<file path="config.mk">
export PLATFORM = sky130hd
export DESIGN_NAME = simt_lane_mask_stack_unit_flat
export DESIGN_NICKNAME = d
export VERILOG_FILES = /design/src/hw/rtl/slms_pkg.sv /design/src/hw/rtl/slms_if.sv /design/src/hw/rtl/slms_ctrl.sv /design/src/hw/rtl/slms_dp.sv /design/src/hw/rtl/simt_lane_mask_stack_unit.sv /design/src/flat_wrapper.sv
export SDC_FILE = /design/constraint.sdc
export NUM_CORES = 2
export LEC_CHECK = 0
export BUFFER_PORTS_ARGS = -buffer_cell sky130_fd_sc_hd__buf_4
export CAP_MARGIN = 20
export CORE_UTILIZATION = 60
export DETAILED_ROUTE_END_ITERATION = 10
export PLACE_DENSITY = 0.76
export SYNTH_ARGS = -nofsm -noshare
export SYNTH_HDL_FRONTEND = slang
export SYNTH_HIERARCHICAL = 1
export SYNTH_SLANG_ARGS = --single-unit
</file>
<file path="constraint.sdc">
create_clock -name clock -period 19.05 [get_ports clock]
set_clock_uncertainty 0.1 [all_clocks]
set_input_delay 0.9525 -clock clock [delete_from_list [all_inputs] [get_ports clock]]
set_output_delay 0.9525 -clock clock [all_outputs]
set_load 0.02 [all_outputs]
</file>
<file path="src/hw/rtl/slms_pkg.sv">
// package for the lane-mask stack unit: widths, depths, op and fault codes
// no dependencies
package slms_pkg;
   localparam int LANES        = 32;
   localparam int MASK_DEPTH   = 32;
   localparam int LOOP_DEPTH   = 8;
   localparam int FRAME_DEPTH  = 8;
   localparam int ADDRESS_BITS = 12;
   localparam int MCW = $clog2(MASK_DEPTH + 1);
   localparam int MIW = $clog2(MASK_DEPTH);
   localparam int LCW = $clog2(LOOP_DEPTH + 1);
   localparam int LIW = (LOOP_DEPTH > 1) ? $clog2(LOOP_DEPTH) : 1;
   localparam int FCW = $clog2(FRAME_DEPTH + 1);
   localparam int FIW = (FRAME_DEPTH > 1) ? $clog2(FRAME_DEPTH) : 1;

   typedef enum logic [3:0] {
      OP_START = 4'd0, OP_MASK = 4'd1, OP_MASK_NOT = 4'd2, OP_POP_MASK = 4'd3,
      OP_LOOP = 4'd4, OP_LOOP_TEST = 4'd5, OP_LOOP_RESTORE = 4'd6, OP_LOOP_END = 4'd7,
      OP_POP_LOOP = 4'd8, OP_BREAK = 4'd9, OP_CONTINUE = 4'd10, OP_ENTER = 4'd11,
      OP_LEAVE = 4'd12, OP_RETURN = 4'd13, OP_JUMP = 4'd14, OP_JUMP_IF_ZERO = 4'd15
   } op_type;

   typedef enum logic [1:0] {
      FAULT_NONE = 2'd0, FAULT_NO_LOOP = 2'd1, FAULT_OVER = 2'd2, FAULT_UNDER = 2'd3
   } fault_type;

   typedef struct packed {
      logic [3:0]  op;
      logic [31:0] cond_bits;
      logic [11:0] target;
   } req_type;

   typedef struct packed {
      logic [31:0] active_mask;
      logic        any_live;
      logic        redirect;
      logic [11:0] redirect_address;
      logic [1:0]  fault;
   } rsp_type;

   // controller to datapath
   typedef struct packed {
      logic capture;  // latch the item and read stack tops
      logic execute;  // apply the op, build the result
   } cmd_type;
endpackage

</file>
<file path="src/hw/rtl/slms_if.sv">
// valid/ready channel carrying one item of a payload type
// depends on slms_pkg
interface slms_req_if;
   import slms_pkg::*;
   logic    valid;
   logic    ready;
   req_type data;
   modport source (output valid, output data, input ready);
   modport sink (input valid, input data, output ready);
endinterface

interface slms_rsp_if;
   import slms_pkg::*;
   logic    valid;
   logic    ready;
   rsp_type data;
   modport source (output valid, output data, input ready);
   modport sink (input valid, input data, output ready);
endinterface

interface slms_csr_if;
   logic       valid;
   logic       ready;
   logic [5:0] data;
   modport source (output valid, output data, input ready);
   modport sink (input valid, input data, output ready);
endinterface

</file>
<file path="src/hw/rtl/slms_ctrl.sv">
// controller: accept, execute, hold result until taken
// depends on slms_pkg
module slms_ctrl (
   input  logic              clock,
   input  logic              reset,
   input  logic              req_valid,
   output logic              req_ready,
   output logic              rsp_valid,
   input  logic              rsp_ready,
   output slms_pkg::cmd_type cmd
);
   import slms_pkg::*;

   typedef enum logic [1:0] {ST_IDLE, ST_EXEC, ST_HOLD} state_type;
   state_type state_ff;

   always_comb begin
      req_ready   = (state_ff == ST_IDLE);
      rsp_valid   = (state_ff == ST_HOLD);
      cmd.capture = req_ready && req_valid;
      cmd.execute = (state_ff == ST_EXEC);
   end

   always_ff @(posedge clock) begin
      if (reset) begin
         state_ff <= ST_IDLE;
      end else begin
         unique case (state_ff)
            ST_IDLE: if (req_valid) state_ff <= ST_EXEC;
            ST_EXEC: state_ff <= ST_HOLD;
            ST_HOLD: if (rsp_ready) state_ff <= ST_IDLE;
            default: state_ff <= ST_IDLE;
         endcase
      end
   end
endmodule

</file>
<file path="src/hw/rtl/slms_dp.sv">
// datapath: mask, loop and frame stacks and result register
// depends on slms_pkg
module slms_dp (
   input  logic              clock,
   input  logic              reset,
   input  slms_pkg::cmd_type cmd,
   input  slms_pkg::req_type req,
   input  logic              csr_we,
   input  logic [5:0]        csr_data,
   output slms_pkg::rsp_type rsp
);
   import slms_pkg::*;

   logic [LANES-1:0]        mask_ff [MASK_DEPTH];
   logic [MCW-1:0]          mcount_ff;
   logic [LANES-1:0]        llanes_ff [LOOP_DEPTH];
   logic [MCW-1:0]          lbase_ff [LOOP_DEPTH];
   logic [ADDRESS_BITS-1:0] lexit_ff [LOOP_DEPTH];
   logic [LCW-1:0]          lcount_ff;
   logic [MCW-1:0]          fmbase_ff [FRAME_DEPTH];
   logic [LCW-1:0]          flbase_ff [FRAME_DEPTH];
   logic [FCW-1:0]          fcount_ff;
   logic [5:0]              liu_ff;
   req_type                 item_ff;
   logic [LANES-1:0]        top_ff, llt_ff;
   logic [MCW-1:0]          lbt_ff, fmb_ff;
   logic [LCW-1:0]          flb_ff;
   logic [ADDRESS_BITS-1:0] lext_ff;
   rsp_type                 rsp_ff;

   logic [LANES-1:0] lm;
   logic [6:0]       nl;
   logic [MIW-1:0]   mtop;
   logic [LIW-1:0]   ltop;
   logic [FIW-1:0]   ftop;

   always_comb begin
      nl = {1'b0, liu_ff};
      if (nl == 7'd0) nl = 7'd1;
      if (nl > 7'(LANES)) nl = 7'(LANES);
      for (int i = 0; i < LANES; i++) lm[i] = (7'(i) < nl);
      mtop = MIW'(mcount_ff - MCW'(1));
      ltop = LIW'(lcount_ff - LCW'(1));
      ftop = FIW'(fcount_ff - FCW'(1));
   end

   // execute-cycle combinational results
   logic [LANES-1:0]        live, cb, newtop;
   logic                    redir;
   logic [ADDRESS_BITS-1:0] raddr;
   fault_type               flt;
   op_type                  op;
   logic                    m_full, l_full, f_full, no_loop;
   logic [ADDRESS_BITS-1:0] tgt;

   always_comb begin
      op      = op_type'(item_ff.op);
      cb      = LANES'(item_ff.cond_bits);
      tgt     = ADDRESS_BITS'(item_ff.target);
      live    = top_ff & lm;
      m_full  = (mcount_ff >= MCW'(MASK_DEPTH));
      l_full  = (lcount_ff >= LCW'(LOOP_DEPTH));
      f_full  = (fcount_ff >= FCW'(FRAME_DEPTH));
      no_loop = (lcount_ff == '0);
      redir   = 1'b0;
      raddr   = '0;
      flt     = FAULT_NONE;
      newtop  = live;
      unique case (op)
         OP_START: newtop = lm;
         OP_MASK, OP_MASK_NOT: begin
            if (m_full) flt = FAULT_OVER;
            else begin
               newtop = live & ((op == OP_MASK) ? cb : ~cb) & lm;
               if (newtop == '0) begin
                  redir = 1'b1;
                  raddr = tgt;
               end
            end
         end
         OP_POP_MASK: if (mcount_ff <= MCW'(1)) flt = FAULT_UNDER;
         OP_LOOP: if (m_full || l_full) flt = FAULT_OVER;
         OP_LOOP_TEST, OP_LOOP_RESTORE, OP_LOOP_END: begin
            if (no_loop) flt = FAULT_UNDER;
            else begin
               newtop = (op == OP_LOOP_TEST) ? (llt_ff & cb) : llt_ff;
               if (op == OP_LOOP_END) begin
                  redir = 1'b1;
                  raddr = ((newtop & lm) != '0) ? tgt : lext_ff;
               end else if ((newtop & lm) == '0) begin
                  redir = 1'b1;
                  raddr = lext_ff;
               end
            end
         end
         OP_POP_LOOP: if (no_loop || mcount_ff <= MCW'(1)) flt = FAULT_UNDER;
         OP_BREAK, OP_CONTINUE: begin
            if (no_loop) flt = FAULT_NO_LOOP;
            else if (lbt_ff <= MCW'(mtop)) newtop = top_ff & ~live;
            else newtop = top_ff;
         end
         OP_ENTER: if (m_full || f_full) flt = FAULT_OVER;
         OP_LEAVE: if (fcount_ff == '0) flt = FAULT_UNDER;
         OP_RETURN: newtop = top_ff & ~live;
         OP_JUMP: begin
            redir = 1'b1;
            raddr = tgt;
         end
         OP_JUMP_IF_ZERO: if (!item_ff.cond_bits[0]) begin
            redir = 1'b1;
            raddr = tgt;
         end
         default: ;
      endcase
   end

   // new stack counts after the op (start, push, pop, leave): the new top is read in the result stage below
   logic [MCW-1:0] mcount_in;
   logic [LCW-1:0] lcount_in;
   logic [MCW-1:0] ret_mb;
   logic [LCW-1:0] ret_lb;

   always_comb begin
      mcount_in = mcount_ff;
      lcount_in = lcount_ff;
      ret_mb    = (fcount_ff != '0) ? fmb_ff : '0;
      ret_lb    = (fcount_ff != '0) ? flb_ff : '0;
      if (flt == FAULT_NONE) begin
         unique case (op)
            OP_START:    begin mcount_in = MCW'(1); lcount_in = '0; end
            OP_MASK, OP_MASK_NOT, OP_ENTER: mcount_in = mcount_ff + MCW'(1);
            OP_LOOP: begin
               mcount_in = mcount_ff + MCW'(1);
               lcount_in = lcount_ff + LCW'(1);
            end
            OP_POP_MASK: mcount_in = mcount_ff - MCW'(1);
            OP_POP_LOOP: begin
               mcount_in = mcount_ff - MCW'(1);
               lcount_in = lcount_ff - LCW'(1);
            end
            OP_LEAVE: begin
               if (fmb_ff < mcount_ff && fmb_ff >= MCW'(1)) mcount_in = fmb_ff;
               if (flb_ff < lcount_ff) lcount_in = flb_ff;
            end
            default: ;
         endcase
      end
   end

   // once pend_ff is set by execute: read the new top of the mask stack, whatever the op
   logic             fix_ff;
   logic [MIW-1:0]   rd_idx;

   always_ff @(posedge clock) begin
      if (reset) begin
         mcount_ff <= MCW'(1);
         lcount_ff <= '0;
         fcount_ff <= '0;
         liu_ff    <= 6'd32;
         mask_ff[0] <= '1;
      end else begin
         if (csr_we) liu_ff <= csr_data;
         if (cmd.capture) begin
            item_ff <= req;
            top_ff  <= mask_ff[mtop];
            llt_ff  <= llanes_ff[ltop];
            lbt_ff  <= lbase_ff[ltop];
            lext_ff <= lexit_ff[ltop];
            fmb_ff  <= fmbase_ff[ftop];
            flb_ff  <= flbase_ff[ftop];
         end
         if (cmd.execute) begin
            mcount_ff <= mcount_in;
            lcount_ff <= lcount_in;
            if (flt == FAULT_NONE) begin
               unique case (op)
                  OP_START: begin
                     mask_ff[0] <= lm;
                     fcount_ff  <= '0;
                  end
                  OP_MASK, OP_MASK_NOT: mask_ff[MIW'(mcount_ff)] <= newtop;
                  OP_LOOP: begin
                     mask_ff[MIW'(mcount_ff)] <= live;
                     llanes_ff[LIW'(lcount_ff)] <= live;
                     lbase_ff[LIW'(lcount_ff)]  <= mcount_ff;
                     lexit_ff[LIW'(lcount_ff)]  <= tgt;
                  end
                  OP_ENTER: begin
                     mask_ff[MIW'(mcount_ff)]   <= top_ff;
                     fmbase_ff[FIW'(fcount_ff)] <= mcount_ff;
                     flbase_ff[FIW'(fcount_ff)] <= lcount_ff;
                     fcount_ff <= fcount_ff + FCW'(1);
                  end
                  OP_LOOP_TEST, OP_LOOP_RESTORE, OP_LOOP_END: begin
                     mask_ff[mtop] <= newtop;
                     if (op == OP_LOOP_TEST) llanes_ff[ltop] <= newtop;
                  end
                  OP_BREAK, OP_CONTINUE: begin
                     for (int i = 0; i < MASK_DEPTH; i++)
                        if (MCW'(i) >= lbt_ff && MCW'(i) < mcount_ff)
                           mask_ff[i] <= mask_ff[i] & ~live;
                     if (op == OP_BREAK) llanes_ff[ltop] <= llt_ff & ~live;
                  end
                  OP_LEAVE: fcount_ff <= fcount_ff - FCW'(1);
                  OP_RETURN: begin
                     for (int i = 0; i < MASK_DEPTH; i++)
                        if (MCW'(i) >= ret_mb && MCW'(i) < mcount_ff)
                           mask_ff[i] <= mask_ff[i] & ~live;
                     for (int i = 0; i < LOOP_DEPTH; i++)
                        if (LCW'(i) >= ret_lb && LCW'(i) < lcount_ff)
                           llanes_ff[i] <= llanes_ff[i] & ~live;
                  end
                  default: ;
               endcase
            end
         end
      end
   end

   always_comb rd_idx = MIW'(mcount_ff - MCW'(1));

   // result register: exec writes flags, the following cycle takes the top
   logic             pend_ff;
   always_ff @(posedge clock) begin
      if (reset) begin
         pend_ff <= 1'b0;
      end else begin
         pend_ff <= cmd.execute;
         if (cmd.execute) begin
            rsp_ff.redirect         <= redir;
            rsp_ff.redirect_address <= raddr;
            rsp_ff.fault            <= flt;
         end
         if (pend_ff) begin
            rsp_ff.active_mask <= 32'(mask_ff[rd_idx] & lm);
            rsp_ff.any_live    <= (mask_ff[rd_idx] & lm) != '0;
         end
      end
   end

   always_comb fix_ff = pend_ff;
   always_comb begin
      rsp = rsp_ff;
      if (fix_ff) begin
         rsp.active_mask = 32'(mask_ff[rd_idx] & lm);
         rsp.any_live    = (mask_ff[rd_idx] & lm) != '0;
      end
   end
endmodule

</file>
<file path="src/hw/rtl/simt_lane_mask_stack_unit.sv">
// top level of the lane-mask stack unit: controller plus datapath
// depends on slms_pkg, slms_if, slms_ctrl, slms_dp
//
//  channel  dir  fields
//  req_     in   op, cond_bits, target
//  rsp_     out  active_mask, any_live, redirect, redirect_address, fault
//  csr_     in   lanes_in_use (always ready)
//
// the accept edge captures the item and reads the stack tops, the next cycle executes
// the result is offered from the hold state that follows execute and holds until taken
// the next item is accepted the cycle after the result is taken, never before it
// so a stalled result side also holds off the next item
// synchronous reset restores one all-lanes mask and empty loop and frame stacks
module simt_lane_mask_stack_unit (
   input logic     clock,
   input logic     reset,
   slms_req_if.sink   req,
   slms_rsp_if.source rsp,
   slms_csr_if.sink   csr
);
   import slms_pkg::*;

   cmd_type cmd;

   assign csr.ready = 1'b1;

   // sequencing of capture, execute and hold
   slms_ctrl u_ctrl (
      .clock     (clock),
      .reset     (reset),
      .req_valid (req.valid),
      .req_ready (req.ready),
      .rsp_valid (rsp.valid),
      .rsp_ready (rsp.ready),
      .cmd       (cmd)
   );

   // stacks and result
   slms_dp u_dp (
      .clock    (clock),
      .reset    (reset),
      .cmd      (cmd),
      .req      (req.data),
      .csr_we   (csr.valid),
      .csr_data (csr.data),
      .rsp      (rsp.data)
   );
endmodule

</file>
<file path="src/flat_wrapper.sv">
// flat-port wrapper written by rule: the top's interface ports become plain ports
module simt_lane_mask_stack_unit_flat import slms_pkg::*;
  (clock, reset, req_valid, req_data, req_ready, rsp_valid, rsp_data, rsp_ready, csr_valid, csr_data, csr_ready);
  slms_req_if req_i ();
  slms_rsp_if rsp_i ();
  slms_csr_if csr_i ();
  input logic clock;
  input logic reset;
  input wire logic [$bits(req_i.valid)-1:0] req_valid;
  input wire logic [$bits(req_i.data)-1:0] req_data;
  output wire logic [$bits(req_i.ready)-1:0] req_ready;
  output wire logic [$bits(rsp_i.valid)-1:0] rsp_valid;
  output wire logic [$bits(rsp_i.data)-1:0] rsp_data;
  input wire logic [$bits(rsp_i.ready)-1:0] rsp_ready;
  input wire logic [$bits(csr_i.valid)-1:0] csr_valid;
  input wire logic [$bits(csr_i.data)-1:0] csr_data;
  output wire logic [$bits(csr_i.ready)-1:0] csr_ready;
  assign req_i.valid = req_valid;
  assign req_i.data = req_data;
  assign req_ready = req_i.ready;
  assign rsp_valid = rsp_i.valid;
  assign rsp_data = rsp_i.data;
  assign rsp_i.ready = rsp_ready;
  assign csr_i.valid = csr_valid;
  assign csr_i.data = csr_data;
  assign csr_ready = csr_i.ready;
  simt_lane_mask_stack_unit u_core (.clock(clock), .reset(reset), .req(req_i), .rsp(rsp_i), .csr(csr_i));
endmodule
</file>
Word-level counts from Yosys, hierarchy flattened. Memories as Yosys holds them, arrays and structs flattened. A register that Yosys moved wholly into a read port is not among the register bits. Cells that the tools add are included.

Memories kept: 6. Logic and storage cells: 959. Register bits: 151. Output and inout bits: 51. Bits of input ports: 59. Memory bits (writable): 1504.

Magnitude comparators: 153. Bitwise logic cells: 88. Mux-type cells: 564. Equality and inequality tests: 21. Reductions and logical operators: 106. Add/subtract/negate cells: 6.

Memory list: u_core.u_dp.mask_ff (depth 32, bits a word 32, rd ports 33, clocked after memory_dff 0, wr ports 32, line slms_dp.sv:14) `logic [LANES-1:0] mask_ff [MASK_DEPTH];`; u_core.u_dp.llanes_ff (depth 8, bits a word 32, rd ports 9, clocked after memory_dff 1, wr ports 8, line slms_dp.sv:16) `logic [LANES-1:0] llanes_ff [LOOP_DEPTH];`; u_core.u_dp.lexit_ff (depth 8, bits a word 12, rd ports 1, clocked after memory_dff 1, wr ports 1, line slms_dp.sv:18) `logic [ADDRESS_BITS-1:0] lexit_ff [LOOP_DEPTH];`; u_core.u_dp.fmbase_ff (depth 8, bits a word 6, rd ports 1, clocked after memory_dff 1, wr ports 1, line slms_dp.sv:20) `logic [MCW-1:0] fmbase_ff [FRAME_DEPTH];`; u_core.u_dp.lbase_ff (depth 8, bits a word 6, rd ports 1, clocked after memory_dff 1, wr ports 1, line slms_dp.sv:17) `logic [MCW-1:0] lbase_ff [LOOP_DEPTH];`; u_core.u_dp.flbase_ff (depth 8, bits a word 4, rd ports 1, clocked after memory_dff 1, wr ports 1, line slms_dp.sv:21) `logic [LCW-1:0] flbase_ff [FRAME_DEPTH];`.

Operators by type and width (number): bitwise AND 32 bit (48); 2-to-1 mux 32 bit (47); 2-to-1 mux 1 bit (482); greater-or-equal comparator 5 x 6 -> 1 bit, first input constant (32); case mux 32 bit (5 select lines) (1); OR reduction 32 bit (4); < comparator 5 x 7 -> 1 bit, first input constant (16); greater-or-equal comparator 4 x 6 -> 1 bit, first input constant (16); < comparator 5 x 6 -> 1 bit, first input constant (16); 2-to-1 mux 12 bit (7); logical AND 1 bit (74); logical NOT 32 bit (2); inverter 32 bit (2); nonzero test 32 bit (2); < comparator 4 x 7 -> 1 bit, first input constant (8); greater-or-equal comparator 3 x 6 -> 1 bit, first input constant (8); < comparator 4 x 6 -> 1 bit, first input constant (8); case mux 12 bit (4 select lines) (1); bitwise OR 1 bit (37); 2-to-1 mux 33 bit (1); == test 4 bit, second input constant (8); < comparator 3 x 7 -> 1 bit, first input constant (4); greater-or-equal comparator 1 x 6 -> 1 bit, first input constant (4); greater-or-equal comparator 2 x 6 -> 1 bit, first input constant (4); other kinds (55) (106).

Depth between registers and ports, before layout.
Depth after elaboration: 15. Gate-level depth with buffers: 20. Mapped depth without buffers: 14.

Cells and area by module. The synthesis kept the hierarchy.

Modules (own cells, without submodules): slms_dp (sequential area each 51229.1 µm², cells an instance 7150, area each 87361.3 µm², times used 1); slms_ctrl (sequential area each 40.0 µm², cells an instance 10, area each 107.6 µm², times used 1); simt_lane_mask_stack_unit (sequential area each 0.0 µm², cells an instance 2, area each 11.3 µm², times used 1).

Least setup slack after synthesis. Ideal clock, no wire load.

Path kind: input-to-reg. From: input reset. To: register u_core.u_dp.item_ff, in the netlist u_core/u_dp/cb[0], enable pin. Arrival: 7.275 ns. Stages: 2. Slack: 11.019 ns. Buffers on the path: 1. Library setup time: 0.655 ns. Required time: 18.295 ns. Path through: clkbuf_1 -> nor2b_1.

Longest elaborated chain between the ends: 2.

RTL lines: from (decl) (line flat_wrapper.sv:8) `input logic reset;`; inverter 1 bit (no line); AND reduction 2 bit (no line); to (signal assigned) (line slms_dp.sv:164) `item_ff <= req;`; to (decl) (line slms_dp.sv:24) `req_type item_ff;`.

No other way between the ends. A chain may end at the register's enable or synchronous reset.

Worst setup path in the final report.
From: register u_core.u_dp.mcount_ff[0]. To: output rsp_data[15].

Longest elaborated chain between the ends: 5.

RTL lines: from (decl) (line slms_dp.sv:15) `logic [MCW-1:0] mcount_ff;`; from (signal assigned) (line slms_dp.sv:173) `mcount_ff <= mcount_in;`; subtractor 6 x 1 -> 6 bit (line slms_dp.sv:220) `always_comb rd_idx = MIW'(mcount_ff - MCW'(1));`; memory (32 x 32 bit); bitwise AND 32 bit (line slms_dp.sv:246) `rsp.any_live = (mask_ff[rd_idx] & lm) != '0;`; nonzero test 32 bit (line slms_dp.sv:246); 2-to-1 mux 33 bit (line slms_dp.sv:244) `if (fix_ff) begin`; to (decl) (line flat_wrapper.sv:13) `output wire logic [$bits(rsp_i.data)-1:0] rsp_data;`.

No other way between the ends.

==> metrics.md <==
| Metric | Value |
|---|---|
| Post-synthesis net count | `7242` |
| I/O Buffers | `108` |
| Crit Path Max Fanout | `63` |
| Unique masters post-synth | `106` |
| DPL Wire Length | `178800 um` |
| Num CTS Buffers | `173` |
| Outcome | `finished with violations` |
| Most frequent CP cell | `buf_4` |
| P&R area growth vs syn | `9.284%` |
| Hold Crit Endpoint | `u_core/u_dp/cb[26]` |
| First-pass GRT wire length | `432200 um` |
| Largest net degree at the start of global routing | `106` |
| Post-CTS resize count | `0` |
| Worst path arrival time | `6.90 ns` |
| Worst-Skew Late Latency | `0.83 ns` |
| Postcts setup bufs | `0` |
| Cts hold-fix bufs | `0` |
| Initial DRC count | `11062` |
| Sw Share | `24.61%` |
| Clock group share of total power | `39.9%` |
| CP Capture Type | `output port` |
| Hold WC Path Type | `in2reg` |
| Root buf cell | `clkbuf_16` |
| Mapped Area | `0.08748 sq mm` |
| Depth of the CTS H-tree | `4` |
| Total GRT Usage | `40.18%` |
| WHS Path Cells | `1` |
| GRT overflow | `0` |
| Leakage power figure | `30.42 nW` |
| Pre-CTS WS | `12.30 ns` |
| Setup WS post-layout | `11.10 ns` |
| CP Class | `reg2out` |
| Net Sw Power | `2.037 mW` |
| Worst VDD drop | `81.71 uV` |
| Routed via count | `67551` |
| Placed Area | `0.09010 sq mm` |
| CP Cell Sequence | `inv_1, ha_4, buf_4, buf_4, mux4_2, mux2i_1, a32oi_1, and4_1, nor4b_1, nand4_1, nor2_1, a21oi_1, buf_4` |
| Dominant synthesized flop cell | `edfxtp_1` |
| Final Hold Slack | `0.2116 ns` |
| CTS tree | `done` |
| Initial Util | `60.68%` |
| Flops & latches, synth | `1715` |
| R2r worst-path depth | `12` |
| Design area | `0.09560 sq mm` |
| Io pins | `110` |
| Pins Over Slew Limit | `0` |
| Min cycle time layout | `7.954 ns` |
| Reg2reg end | `u_core/u_dp/rsp_ff[15]` |
| DIE AREA | `0.1473 sq mm` |
| Rel. slew slack | `17.53%` |
| Sequential share of the synthesized area | `58.61%` |
| Final WL | `298200 um` |
| Req. time, crit path | `18.00 ns` |
| Worst Tran Pin Value | `1.231 ns` |
| Pwr Density | `86.59 mW/mm^2` |
| Power share of the sequential group | `51.1%` |
| Die H | `383.8 um` |
| GP Congestion | `0.9988` |
| Post-DRT Antenna Nets | `0` |
| Post-synth EDFFs | `1692` |
| Reg2Reg Launch Point | `u_core/u_dp/mcount_ff[0]` |
| CTS max path bufs | `3` |
| Clk sinks | `1715` |
| Drt drc | `1` |
| Fmax | `0.1257 GHz` |
| Final TNS setup | `0 ns` |
| Vias in the first global route | `64105` |
| Hold Vio Cnt, Final | `0` |
| Nets | `6955` |
| Slowest-stage cell, CP | `buf_4` |
| Ys Warns | `6` |
| CP top delay family | `buffers and inverters` |
| Core Rows | `139` |
| Initial antenna violation count | `8` |
| Int Power | `6.241 mW` |
| Part of the cycle the worst path needs | `41.75%` |
| Clock transition at the registers of the reported paths | `0.07 ns` |
| Fraction of registers with async set/reset | `0%` |
| Gate power share | `9.1%` |
| Failing checks | `DRC` |
| RSZ-0062 raised after global routing | `no` |
| CP max stage delay | `0.84 ns` |
| R2R setup slack | `12.79 ns` |
| DRT Pass-1 Iters | `11` |
| Startpoint types | `flip-flop` |
| Max cap viols | `0` |
| Final total power | `8.278 mW` |
| Hold wc startpoint | `req_data[38]` |
| Instance count of the mapped netlist | `7162` |
| Die width | `383.8 um` |
| CORE AREA | `0.1442 sq mm` |
| Mean Syn Cell Area | `12.21 sq um` |
| Setup-failing EPs final | `0` |
| WP buf/inv | `4` |
| Layout cell share with drive strength beyond 1 | `18.03%` |
| Vias per inst | `7.565` |
| Routed len/inst | `33.39 um` |
[worst max path at each step]
| stage | startpoint | end | slack, ns | cells after the start |
|---|---|---|---|---|
| after floorplan | reset | u_core/u_dp/cb[0] | 11.02 | 2 |
| after global placement | u_core/u_dp/mcount_ff[0] | rsp_data[15] | 12.37 | 13 |
| after detailed placement | u_core/u_dp/mcount_ff[0] | rsp_data[15] | 12.30 | 13 |
| after CTS | u_core/u_dp/mcount_ff[0] | rsp_data[15] | 11.37 | 13 |
| after global routing | u_core/u_dp/mcount_ff[0] | rsp_data[15] | 11.02 | 13 |
| final | u_core/u_dp/mcount_ff[0] | rsp_data[15] | 11.10 | 13 |
[cells in the mapped netlist, types with 16 or more instances]
master | instances | area, sq um
o22ai_1 | 29 | 181.4
mux4_2 | 376 | 8468
dfxtp_1 | 23 | 460.4
inv_1 | 45 | 168.9
a32oi_1 | 29 | 254.0
buf_4 | 27 | 202.7
mux2_2 | 91 | 1025
o21ai_0 | 1137 | 5690
o221ai_1 | 36 | 315.3
a211oi_1 | 36 | 270.3
nand3_1 | 1017 | 5090
nand2b_1 | 27 | 168.9
o21ai_1 | 77 | 385.4
a221oi_1 | 19 | 166.4
nand2_1 | 265 | 994.7
edfxtp_1 | 1692 | 50810
o31ai_1 | 16 | 120.1
nor2_1 | 157 | 589.3
and3_1 | 64 | 400.4
o211ai_1 | 17 | 127.6
a22oi_1 | 22 | 165.2
a21oi_1 | 591 | 2958
buf_2 | 181 | 905.9
buf_1 | 66 | 247.7
a21o_1 | 37 | 277.8
nor3_1 | 28 | 140.1
mux2i_1 | 137 | 1371
xnor2_1 | 38 | 332.8
clkbuf_1 | 498 | 1869
a31oi_1 | 31 | 193.9
a222oi_1 | 23 | 230.2
ha_1 | 21 | 262.8
[through the flow]
step,util (%),std cells
6_report,66.31,8930
5_1_grt,66.29,8922
4_1_cts,66.23,8916
3_5_place_dp,62.50,8599
3_3_place_gp,62.46,8595
2_1_floorplan,-,7162
[sequential cells by signal, summed over array words and instances (netlist names), 12 cells and up]
| register | count |
|---|---|
| u_core/u_dp/lbase_ff | 48 |
| u_core/u_dp/llt_ff | 32 |
| u_core/u_dp/mask_ff | 1024 |
| u_core/u_dp/lexit_ff | 96 |
| u_core/u_dp/llanes_ff | 256 |
| u_core/u_dp/rsp | 15 |
| u_core/u_dp/rsp_ff | 33 |
| u_core/u_dp/top_ff | 32 |
| u_core/u_dp/lext_ff | 12 |
| u_core/u_dp/tgt | 12 |
| u_core/u_dp/cb | 32 |
| u_core/u_dp/fmbase_ff | 48 |
| u_core/u_dp/flbase_ff | 32 |
[cell families (layout without fill, tap and decap cells)]
kind of cell | count (synthesis) | after routing | synth area share [%]
xor gates and xnor gates | 43 | 43 | 0.4305
adders and majority gates | 22 | 22 | 0.3118
buffers and inverters | 842 | 697 | 4.069
and+or+nand+nor | 1696 | 1696 | 9.676
muxes | 604 | 604 | 12.42
DFF | 1715 | 1715 | 58.61
AOI/OAI and AO/OA | 2239 | 2239 | 14.48
other | 1 | 11 | 0.004287
[power by group through the flow]
stage / clock (mW) / sequential, mW / combinational, mW
detailed placement: 0 / 4.31 / 0.713
finish: 3.30 / 4.23 / 0.751
CTS: 3.31 / 4.23 / 0.715
global route: 3.45 / 4.23 / 0.777
global placement: 0 / 4.30 / 0.691
floorplan: 0 / 4.29 / 0.461
[cells in the final DEF, fill, tap and decap left out, types with 13 or more instances in the layout]
cell / count
nand2b_1: 17
mux2i_1: 133
nand2_1: 239
buf_4: 323
ha_1: 19
o21ai_0: 1115
o221ai_1: 36
nor2_1: 151
o21ai_4: 30
o21ai_1: 70
mux2_2: 91
a22oi_2: 18
clkbuf_16: 178
a211oi_1: 33
and2_1: 15
inv_1: 44
edfxtp_1: 1692
mux4_2: 376
o22ai_1: 27
a222oi_1: 23
xnor2_1: 38
a32oi_1: 29
clkbuf_1: 34
a31oi_1: 31
clkinv_2: 36
and3_1: 61
a21oi_1: 584
nand2_2: 26
a21o_1: 37
nor3_1: 21
a221oi_1: 15
a22o_1: 13
nand3_1: 1016
clkinv_1: 42
o211ai_1: 17
o21bai_4: 14
dfxtp_1: 17
[per-layer routing]
metal / vias to the layer above / track usage, % / wire [um]
li1: 27536 / - / -
met1: 32716 / 53.06 / 101900
met2: 6075 / 57.62 / 127700
met3: 1213 / 13.78 / 46640
met4: 11 / 24.12 / 21790
met5: - / 0.2924 / 104
[cell type report]
type / count / area (sq um)
antenna: 10 / 25.02
clock buffer: 214 / 4609
clock inverter: 103 / 780.7
fill: 10326 / 48580
inverter: 48 / 180.2
multi-input combinational: 4605 / 33750
sequential: 1715 / 51280
tap: 1903 / 2381
timing repair buffer: 332 / 2594
Power figures use the tool's default switching activity.
